[src/hw/rtl/assert_macros.svh]
// ---------------------------------------------------------------------------
// Assertion macros shared by the RTL.
// SCD_ASSERT_IMP checks a same-cycle implication and SCD_ASSERT_NXT checks
// an implication in the next cycle. Both are empty in synthesis builds.
// ---------------------------------------------------------------------------
`ifndef ASSERT_MACROS_SVH
`define ASSERT_MACROS_SVH

`ifndef SYNTHESIS
`define SCD_ASSERT_IMP(lbl, clk, rst_n, ante, cons) \
    lbl: assert property (@(posedge clk) disable iff (!(rst_n)) (ante) |-> (cons)) \
        else $error("same-cycle check failed");
`define SCD_ASSERT_NXT(lbl, clk, rst_n, ante, cons) \
    lbl: assert property (@(posedge clk) disable iff (!(rst_n)) (ante) |=> (cons)) \
        else $error("next-cycle check failed");
`else
`define SCD_ASSERT_IMP(lbl, clk, rst_n, ante, cons)
`define SCD_ASSERT_NXT(lbl, clk, rst_n, ante, cons)
`endif

`endif

[src/hw/rtl/scd_pkg.sv]
// ---------------------------------------------------------------------------
// scd_pkg
// Types, byte codes and character tables of the scan code decoder.
// ---------------------------------------------------------------------------
package scd_pkg;

    typedef logic [7:0]        t_scan;
    typedef logic signed [8:0] t_char;

    typedef struct packed {
        logic lshift;
        logic rshift;
        logic caps;
        logic num;
        logic accent;
        logic ext;
    } t_flags;

    localparam int TableEntries = 83;
    localparam int TableRom     = 83;
    localparam int RomLimit     = (TableEntries < TableRom) ? TableEntries : TableRom;
    localparam int KeypadDepth  = 13;

    localparam t_scan ExtPrefix   = 8'hE0;
    localparam t_scan LshiftBreak = 8'd170;
    localparam t_scan RshiftBreak = 8'd182;
    localparam t_scan AccentKey   = 8'd40;
    localparam t_scan LshiftMake  = 8'd42;
    localparam t_scan RshiftMake  = 8'd54;
    localparam t_scan CapsKey     = 8'd58;
    localparam t_scan NumKey      = 8'd69;
    localparam t_scan MakeLimit   = 8'd128;
    localparam t_scan KeypadFirst = 8'd71;

    localparam t_char NoChar   = -9'sd1;
    localparam t_char NonPrint = -9'sd5;

    localparam t_char PlainRom [TableRom] = '{
        -9'sd1,  9'sd49,  9'sd50,  9'sd51,  9'sd52,  9'sd53,  9'sd54,  9'sd55,
         9'sd56,  9'sd57,  9'sd48,  9'sd39, 9'sd168,   9'sd8,   9'sd9, 9'sd113,
        9'sd119, 9'sd101, 9'sd114, 9'sd116, 9'sd121, 9'sd117, 9'sd105, 9'sd111,
        9'sd112, 9'sd123,  9'sd43,  9'sd10,  -9'sd5,  9'sd97, 9'sd115, 9'sd100,
        9'sd102, 9'sd103, 9'sd104, 9'sd106, 9'sd107, 9'sd108, 9'sd164,  -9'sd5,
        9'sd125, 9'sd124,  -9'sd5, 9'sd122, 9'sd120,  9'sd99, 9'sd118,  9'sd98,
        9'sd110, 9'sd109,  9'sd44,  9'sd46,  9'sd45,  -9'sd5,  -9'sd5,  -9'sd5,
         9'sd32,  -9'sd5,  -9'sd1,  -9'sd1,  -9'sd1,  -9'sd1,  -9'sd1,  -9'sd1,
         -9'sd1,  -9'sd1,  -9'sd1,  -9'sd1,  9'sd78,  9'sd83,  9'sd72, 9'sd202,
         -9'sd1,  9'sd45, 9'sd185, 9'sd206, 9'sd204,  9'sd43,  9'sd69, 9'sd203,
         -9'sd1,  9'sd73,  9'sd68
    };

    localparam t_char ShiftedRom [TableRom] = '{
        -9'sd1,  9'sd33,  9'sd34,  9'sd35,  9'sd36,  9'sd37,  9'sd38,  9'sd47,
         9'sd40,  9'sd41,  9'sd61,  9'sd63, 9'sd173,   9'sd8,   9'sd9,  9'sd81,
         9'sd87,  9'sd69,  9'sd82,  9'sd84,  9'sd89,  9'sd85,  9'sd73,  9'sd79,
         9'sd80,  9'sd91,  9'sd42,  9'sd10,  -9'sd5,  9'sd65,  9'sd83,  9'sd68,
         9'sd70,  9'sd71,  9'sd72,  9'sd74,  9'sd75,  9'sd76, 9'sd165,  -9'sd5,
         9'sd93, 9'sd167,  -9'sd5,  9'sd90,  9'sd88,  9'sd67,  9'sd86,  9'sd66,
         9'sd78,  9'sd77,  9'sd59,  9'sd58,  9'sd95,  -9'sd5,  -9'sd5,  -9'sd5,
         9'sd32,  -9'sd5,  -9'sd1,  -9'sd1,  -9'sd1,  -9'sd1,  -9'sd1,  -9'sd1,
         -9'sd1,  -9'sd1,  -9'sd1,  -9'sd1,  9'sd78,  9'sd83,  9'sd72, 9'sd202,
         -9'sd1,  9'sd45, 9'sd185, 9'sd206, 9'sd204,  9'sd43,  9'sd69, 9'sd203,
         -9'sd1,  9'sd73,  9'sd68
    };

    localparam t_char ExtRom [TableRom] = '{
        -9'sd1,  -9'sd1,  -9'sd1,  -9'sd1,  -9'sd1,  -9'sd1,  -9'sd1,  -9'sd1,
         -9'sd1,  -9'sd1,  -9'sd1,  -9'sd1,  -9'sd1,  -9'sd1,  -9'sd1,  -9'sd1,
         -9'sd1,  -9'sd1,  -9'sd1,  -9'sd1,  -9'sd1,  -9'sd1,  -9'sd1,  -9'sd1,
         -9'sd1,  -9'sd1,  -9'sd1,  9'sd10,  -9'sd5,  -9'sd1,  -9'sd1,  -9'sd1,
         -9'sd1,  -9'sd1,  -9'sd1,  -9'sd1,  -9'sd1,  -9'sd1,  -9'sd1,  -9'sd1,
         -9'sd1,  -9'sd1,  -9'sd5,  -9'sd1,  -9'sd1,  -9'sd1,  -9'sd1,  -9'sd1,
         -9'sd1,  -9'sd1,  -9'sd1,  -9'sd1,  -9'sd1,  -9'sd1,  -9'sd1,  -9'sd1,
         -9'sd1,  -9'sd1,  -9'sd1,  -9'sd1,  -9'sd1,  -9'sd1,  -9'sd1,  -9'sd1,
         -9'sd1,  -9'sd1,  -9'sd1,  -9'sd1,  -9'sd1,  -9'sd1,  9'sd72, 9'sd202,
         -9'sd1,  9'sd45, 9'sd185, 9'sd206, 9'sd204,  -9'sd1,  9'sd69, 9'sd203,
         -9'sd1,  9'sd73,  9'sd68
    };

    localparam t_char KeypadRom [KeypadDepth] = '{
        9'sd55, 9'sd56, 9'sd57, -9'sd1, 9'sd52, 9'sd53, 9'sd54, -9'sd1,
        9'sd49, 9'sd50, 9'sd51, 9'sd48, 9'sd46
    };

endpackage

[src/hw/rtl/scd_decode.sv]
// ---------------------------------------------------------------------------
// scd_decode
// Single-pass lookup of one scan byte: character code and next key flags.
// ---------------------------------------------------------------------------
module scd_decode (
    input  scd_pkg::t_scan  i_scan,
    input  scd_pkg::t_flags i_flags,
    output scd_pkg::t_char  o_char,
    output scd_pkg::t_flags o_flags
);

    logic           rom_hit;
    logic [6:0]     rom_idx;
    logic [3:0]     kp_idx;
    logic [7:0]     kp_off;
    scd_pkg::t_char plain_c;
    scd_pkg::t_char shift_c;
    scd_pkg::t_char ext_c;
    scd_pkg::t_char kp_c;
    scd_pkg::t_char acc_c;
    logic           letter;
    logic           keypad;
    logic           shifted;

    // Codes outside the tables read as no character
    assign rom_hit = (i_scan != 8'd0) && ({24'd0, i_scan} <= 32'(scd_pkg::RomLimit));
    assign rom_idx = rom_hit ? 7'(i_scan - 8'd1) : 7'd0;

    assign plain_c = rom_hit ? scd_pkg::PlainRom[rom_idx]   : scd_pkg::NoChar;
    assign shift_c = rom_hit ? scd_pkg::ShiftedRom[rom_idx] : scd_pkg::NoChar;
    assign ext_c   = rom_hit ? scd_pkg::ExtRom[rom_idx]     : scd_pkg::NoChar;

    assign keypad = ((i_scan >= 8'd71) && (i_scan <= 8'd73)) ||
                    ((i_scan >= 8'd75) && (i_scan <= 8'd77)) ||
                    ((i_scan >= 8'd79) && (i_scan <= 8'd83));
    assign kp_off = i_scan - scd_pkg::KeypadFirst;
    assign kp_idx = keypad ? kp_off[3:0] : 4'd0;
    assign kp_c   = scd_pkg::KeypadRom[kp_idx];

    assign letter  = ((plain_c >= 9'sd97) && (plain_c <= 9'sd122)) || (plain_c == 9'sd164);
    assign shifted = i_flags.lshift || i_flags.rshift;

    always_comb begin
        if (i_flags.caps || shifted) begin
            acc_c = scd_pkg::NoChar;
        end else begin
            unique case (plain_c)
                9'sd97:  acc_c = 9'sd160;
                9'sd101: acc_c = 9'sd130;
                9'sd105: acc_c = 9'sd161;
                9'sd111: acc_c = 9'sd162;
                9'sd117: acc_c = 9'sd163;
                default: acc_c = scd_pkg::NoChar;
            endcase
        end
    end

    always_comb begin
        o_flags = i_flags;
        o_char  = scd_pkg::NoChar;
        priority if (i_scan == scd_pkg::ExtPrefix) begin
            o_flags.ext = 1'b1;
        end else if (i_scan == scd_pkg::LshiftBreak) begin
            o_flags.lshift = 1'b0;
        end else if (i_scan == scd_pkg::RshiftBreak) begin
            o_flags.rshift = 1'b0;
        end else if (i_scan <= scd_pkg::MakeLimit) begin
            priority if (i_flags.accent) begin
                o_flags.accent = 1'b0;
                o_char         = acc_c;
            end else if (i_flags.ext) begin
                o_flags.ext = 1'b0;
                o_char      = ext_c;
            end else if (i_scan == scd_pkg::AccentKey) begin
                o_flags.accent = 1'b1;
            end else if (i_scan == scd_pkg::LshiftMake) begin
                o_flags.lshift = 1'b1;
            end else if (i_scan == scd_pkg::RshiftMake) begin
                o_flags.rshift = 1'b1;
            end else if (i_scan == scd_pkg::CapsKey) begin
                o_flags.caps = !i_flags.caps;
            end else if (i_scan == scd_pkg::NumKey) begin
                o_flags.num = !i_flags.num;
            end else if (i_flags.caps && letter) begin
                o_char = shifted ? plain_c : shift_c;
            end else if ((shifted || i_flags.num) && keypad) begin
                o_char = kp_c;
            end else if (shifted) begin
                o_char = shift_c;
            end else begin
                o_char = plain_c;
            end
        end else begin
            // drop any other break code: no character, flags held
            o_char = scd_pkg::NoChar;
        end
    end

endmodule

[src/hw/rtl/scancode_to_ascii_decoder.sv]
// ---------------------------------------------------------------------------
// scancode_to_ascii_decoder
// Set-1 keyboard scan byte to character code, one beat in, one beat out.
// ---------------------------------------------------------------------------
// Usage:
//   Input channel: i_scan_valid / o_scan_ready carry one raw scan byte per
//   beat on i_scan_byte. Output channel: o_char_valid / i_char_ready carry
//   one 9-bit signed character code per beat on o_char_code; -1 means no
//   character, -5 a non-printing key.
//   Every input beat yields exactly one output beat, in order.
//   A byte accepted into the input register moves into the result register,
//   and so onto o_char_code, when the output is not stalled.
//   Throughput: one byte per cycle while the receiver does not stall, set by
//   the single lookup between the input register and the result register.
//   Key flags (shifts, caps lock, num lock, accent, extended prefix) update
//   as each byte moves into the result register, so they follow byte order.
//   Reset (synchronous, active low) clears all flags and both valid bits.
//   When the receiver stalls, the result register holds its beat and the
//   input register holds one more; o_scan_ready then drops until the
//   output beat is taken.
// ---------------------------------------------------------------------------
`include "assert_macros.svh"

module scancode_to_ascii_decoder (
    input  logic                i_clk,
    input  logic                i_rst_n,
    input  logic                i_scan_valid,
    output logic                o_scan_ready,
    input  scd_pkg::t_scan      i_scan_byte,
    output logic                o_char_valid,
    input  logic                i_char_ready,
    output scd_pkg::t_char      o_char_code
);

    logic            r_in_valid;
    scd_pkg::t_scan  r_scan;
    logic            r_out_valid;
    scd_pkg::t_char  r_char;
    scd_pkg::t_flags r_flags;

    scd_pkg::t_char  n_char;
    scd_pkg::t_flags n_flags;
    logic            advance;

    // Move the held byte on whenever the result register is free or draining
    assign advance      = r_in_valid && (!r_out_valid || i_char_ready);
    assign o_scan_ready = !r_in_valid || advance;

    scd_decode u_decode (
        .i_scan  (r_scan),
        .i_flags (r_flags),
        .o_char  (n_char),
        .o_flags (n_flags)
    );

    // Input register: take a new byte whenever it is empty or the held one moves on
    always_ff @(posedge i_clk) begin
        if (!i_rst_n) begin
            r_in_valid <= 1'b0;
        end else if (o_scan_ready) begin
            r_in_valid <= i_scan_valid;
        end
    end

    always_ff @(posedge i_clk) begin
        if (o_scan_ready && i_scan_valid) begin
            r_scan <= i_scan_byte;
        end
    end

    // Flags advance with the byte that leaves the input register
    always_ff @(posedge i_clk) begin
        if (!i_rst_n) begin
            r_flags <= '0;
        end else if (advance) begin
            r_flags <= n_flags;
        end
    end

    // Result register: hold while the receiver stalls
    always_ff @(posedge i_clk) begin
        if (!i_rst_n) begin
            r_out_valid <= 1'b0;
        end else if (advance) begin
            r_out_valid <= 1'b1;
        end else if (i_char_ready) begin
            r_out_valid <= 1'b0;
        end
    end

    always_ff @(posedge i_clk) begin
        if (advance) begin
            r_char <= n_char;
        end
    end

    assign o_char_valid = r_out_valid;
    assign o_char_code  = r_char;

    `SCD_ASSERT_NXT(a_ext_set, i_clk, i_rst_n, advance && (r_scan == scd_pkg::ExtPrefix), r_flags.ext)
    `SCD_ASSERT_NXT(a_break_keeps_flags, i_clk, i_rst_n, advance && (r_scan > scd_pkg::MakeLimit) && (r_scan != scd_pkg::ExtPrefix) && (r_scan != scd_pkg::LshiftBreak) && (r_scan != scd_pkg::RshiftBreak), $stable(r_flags))
    `SCD_ASSERT_IMP(a_neg_codes, i_clk, i_rst_n, o_char_valid && o_char_code[8], (o_char_code == scd_pkg::NoChar) || (o_char_code == scd_pkg::NonPrint))
    `SCD_ASSERT_IMP(a_ready_when_empty, i_clk, i_rst_n, !r_out_valid, o_scan_ready)

endmodule
[config.mk]
export PLATFORM = sky130hd
export DESIGN_NAME = scancode_to_ascii_decoder
export DESIGN_NICKNAME = d
export VERILOG_FILES = /design/src/hw/rtl/scd_pkg.sv /design/src/hw/rtl/scd_decode.sv /design/src/hw/rtl/scancode_to_ascii_decoder.sv
export VERILOG_INCLUDE_DIRS = /design/src /design/src/hw/rtl
export SDC_FILE = /design/constraint.sdc
export NUM_CORES = 1
export LEC_CHECK = 0
export BUFFER_PORTS_ARGS = -buffer_cell sky130_fd_sc_hd__buf_2
export CAP_MARGIN = 10
export CORE_MARGIN = 2
export CORE_UTILIZATION = 50
export DETAILED_ROUTE_END_ITERATION = 7
export GPL_TIMING_DRIVEN = 0
export PLACE_DENSITY_LB_ADDON = 0.1
export SLEW_MARGIN = 10
export SYNTH_ARGS = -nofsm -noshare
export SYNTH_HDL_FRONTEND = slang
export SYNTH_SLANG_ARGS = --single-unit
[constraint.sdc]
create_clock -name i_clk -period 8.85 [get_ports i_clk]
set_clock_uncertainty 0.05 [all_clocks]
set_input_delay 1.3275 -clock i_clk [delete_from_list [all_inputs] [get_ports i_clk]]
set_output_delay 1.3275 -clock i_clk [all_outputs]
set_load 0.005 [all_outputs]
==> impl_metrics.csv <==
group,metric,value,unit
status,status,"complete, but fails checks",
status,violations,"DRC",
logic_synthesis,avgSynthCellArea,6.94,sq um
grt,grt_usage,39.5,%
critical_path,cp_cell_sequence,"clkbuf_1, buf_1, inv_1, ha_1, buf_2, nor4b_2, nand3_1, nand2_1, buf_2, nor2_1, inv_1, ha_1, clkbuf_1, o31ai_1, a2111oi_2, a31oi_1, a31oi_2, and2_1, a21oi_1, nor4_4, mux2i_2, o221ai_1, a31o_1",
route,wire_per_inst,25.0,um
grt,grt_max_degree,16,
clocking,ctsHoldBuffers,0,
critical_path,end_kind,"register",
sta,rsz0062_at_grt,"false",
logic_synthesis,synth-async-reset-ratio,0,%
logic_synthesis,syn_area,4530,sq um
cells_and_area,nets,707,
logic_synthesis,synthCells,653,
clocking,cts_inserted_buffers,3,
sta,setup_viol,0,
sta,hold_viol_final,0,
pwr,power,0.454,mW
sta,fmax,117,MHz
run,cap_violations,0,
critical_path,arrival,8.52,ns
place,dp.cells,783,
cells_and_area,num_antenna_cells,0,
logic_synthesis,synth_compound_area_share,39.2,%
clocking,cts.clk_slew.worst_paths,0.09,ns
place,routabilityCongestion,1.12,
route,vias,5964,
logic_synthesis,yosysMostFrequentCell,"nand2_1",
floorplan,core_area,8760,sq um
cells_and_area,stdcell_count,787,
cells_and_area,drive_above_1_share,11.3,%
floorplan,start_util,51.7,%
route,remaining_drc_errors,1,
cells_and_area,utilization,55.2,%
pwr,p_leak,1.65,nW
logic_synthesis,ys_ff_latch,25,
sta,period_needed,8.53,ns
place,dp_slack,0.0651,ns
logic_synthesis,yosysWarnings,0,
logic_synthesis,ys_top_cells_by_area,"edfxtp_1 (11%), a21oi_1 (6.1%), nand2_1 (5.6%)",
logic_synthesis,synth-simple-area-share,30.3,%
logic_synthesis,synth_area_leader_cell,"edfxtp_1",
route,viasPerCell,7.58,
grt,grt_pass1_wl,30.4,mm
logic_synthesis,seq_area_frac_synth,14.8,%
grt,antenna_found_initial,0,
logic_synthesis,synthAdderAreaFrac,4.14,%
critical_path,worstSetupPathType,"reg2reg",
place,numPortBuffers,22,
place,dp_hpwl,14.6,mm
floorplan,io_pins,23,
critical_path,critPathMaxFanout,10,
floorplan,dieArea,9840,sq um
logic_synthesis,synth_commonest_cells,"nand2_1 (67), a21oi_1 (55), nor2_1 (53)",
logic_synthesis,synth_cell_types,87,
sta,final_max_slew_viol_count,0,
critical_path,timing.rr.start,"r_scan[1]",
critical_path,cp_slowest_stage_delay,0.60,ns
hold_path,hp-class,"reg2reg",
sta,worst_pin_slew,1.20,ns
critical_path,startpoint,"r_scan[1]",
floorplan,die_w,99.2,um
hold_path,holdPathStages,2,
sta,hold_ws,0.517,ns
clocking,postCtsResizedCells,0,
critical_path,worstSetupStartpointType,"register",
critical_path,worstPathRequired,8.84,ns
sta,timing.slew.headroom,19.3,%
critical_path,r2r_cells,23,
pwr,ir_drop,0.0000676,V
clocking,insertion_delay,0.27,ns
logic_synthesis,synthFlopType,"edfxtp_1",
cells_and_area,syn_to_final_growth,6.77,%
floorplan,fp-row-count,34,
clocking,cts-root-buf,"clkbuf_8",
clocking,cts_buffer_depth,2,
floorplan,fp.dieH,99.2,um
logic_synthesis,synth_nets,680,
pwr,power.density,93.9,nW/um^2
route,ant_nets,0,
sta,finalCritPeriodShare,96.4,%
clocking,clkSinkCount,25,
clocking,postCtsSetupBuffers,0,
route,wirelength,19.7,mm
logic_synthesis,synthMuxAreaShare,1.91,%
logic_synthesis,synth_edf_count,17,
critical_path,cpMaxStageDelayCell,"nor4_4",
route,drt_first_iter_violations,896,
clocking,htreeDepth,1,
sta,fin_tns_setup,0,ns
logic_synthesis,synth_top_area_share,11.3,%
grt,grt_overflow,0,
place,detailed_place.area,4780,sq um
logic_synthesis,synth-xor-area-share,3.09,%
hold_path,min_from,"r_flags[4]",
route,dr.pass1.iters,8,
cells_and_area,fin_area,4840,sq um
grt,grt_pass1_vias,5360,
sta,fin_ws,0.319,ns
clocking,cts_tree,"yes",
logic_synthesis,synth_top_family_by_area,"compound AO/OA/AOI/OAI gates",
==> flip-flops by register name, indices dropped and copies added, names as in the netlist <==
name,cells
o_char_code,9
r_scan,8
r_flags,6
o_char_valid,1
r_in_valid,1
==> report_power, final <==
part           switching [mW]  internal, mW
logic                   0.177        0.0755
registers             0.00327         0.129
clock network          0.0367        0.0322
==> worst max-delay path, delay by kind of cell (launching register included) <==
kind            cells  cell delay, ns
simple gates        6            2.45
buf+inv             7            2.29
compound gates      7            2.09
mux                 1            0.53
flops               1            0.48
fa+ha+maj           2            0.38
==> cell families after synthesis <==
kind of cell | count (synthesis)
flip-flops | 25
AND/OR/NAND/NOR | 261
AO/OA/AOI/OAI | 258
buffers and inverters | 70
multiplexers | 8
XOR/XNOR | 16
adder cells (fa/ha/maj) | 15
==> layout make-up <==
| class | instances | area (sq um) |
|---|---|---|
| inverter | 18 | 67.6 |
| tap | 108 | 135 |
| fill | 910 | 3930 |
| buffer | 52 | 231 |
| multi-input combinational | 558 | 3570 |
| clock inverter | 1 | 6.26 |
| sequential | 25 | 671 |
| timing repair buffer | 22 | 110 |
| clock buffer | 3 | 41.3 |
==> placed cells by master, fill, tap and decap left out, types with 7 or more instances in the layout <==
master / n
clkbuf_1: 28
and2_1: 13
a21o_1: 9
a31oi_1: 18
o221ai_1: 14
o211ai_1: 12
nor2b_1: 15
o21ai_0: 45
nand4_1: 18
ha_1: 15
xnor2_1: 12
nand3_1: 20
inv_1: 18
a21oi_1: 55
o21bai_1: 7
nand2b_1: 11
nor2_1: 52
dfxtp_1: 8
edfxtp_1: 17
a211oi_1: 7
nor3_1: 19
and3_1: 7
nand2_1: 67
o22ai_1: 11
buf_2: 37
==> routing by layer <==
layer / track usage (%) / part of all wire [%] / vias up
met1: 53.3 / 37 / 2702
li1: - / - / 2550
met3: 10.9 / 15 / 130
met2: 57.8 / 41 / 582
met4: 19.9 / 7.2 / 0
met5: 0 / 0 / -
==> worst paths after layout <==
check	endpoint	slack [ns]
setup / recovery	o_char_code[3]	0.32
hold / removal	r_flags[4]	0.52
setup reg to reg	o_char_code[3]	0.32
hold reg to reg	r_flags[4]	0.52
Power figures use the tool's default switching activity.
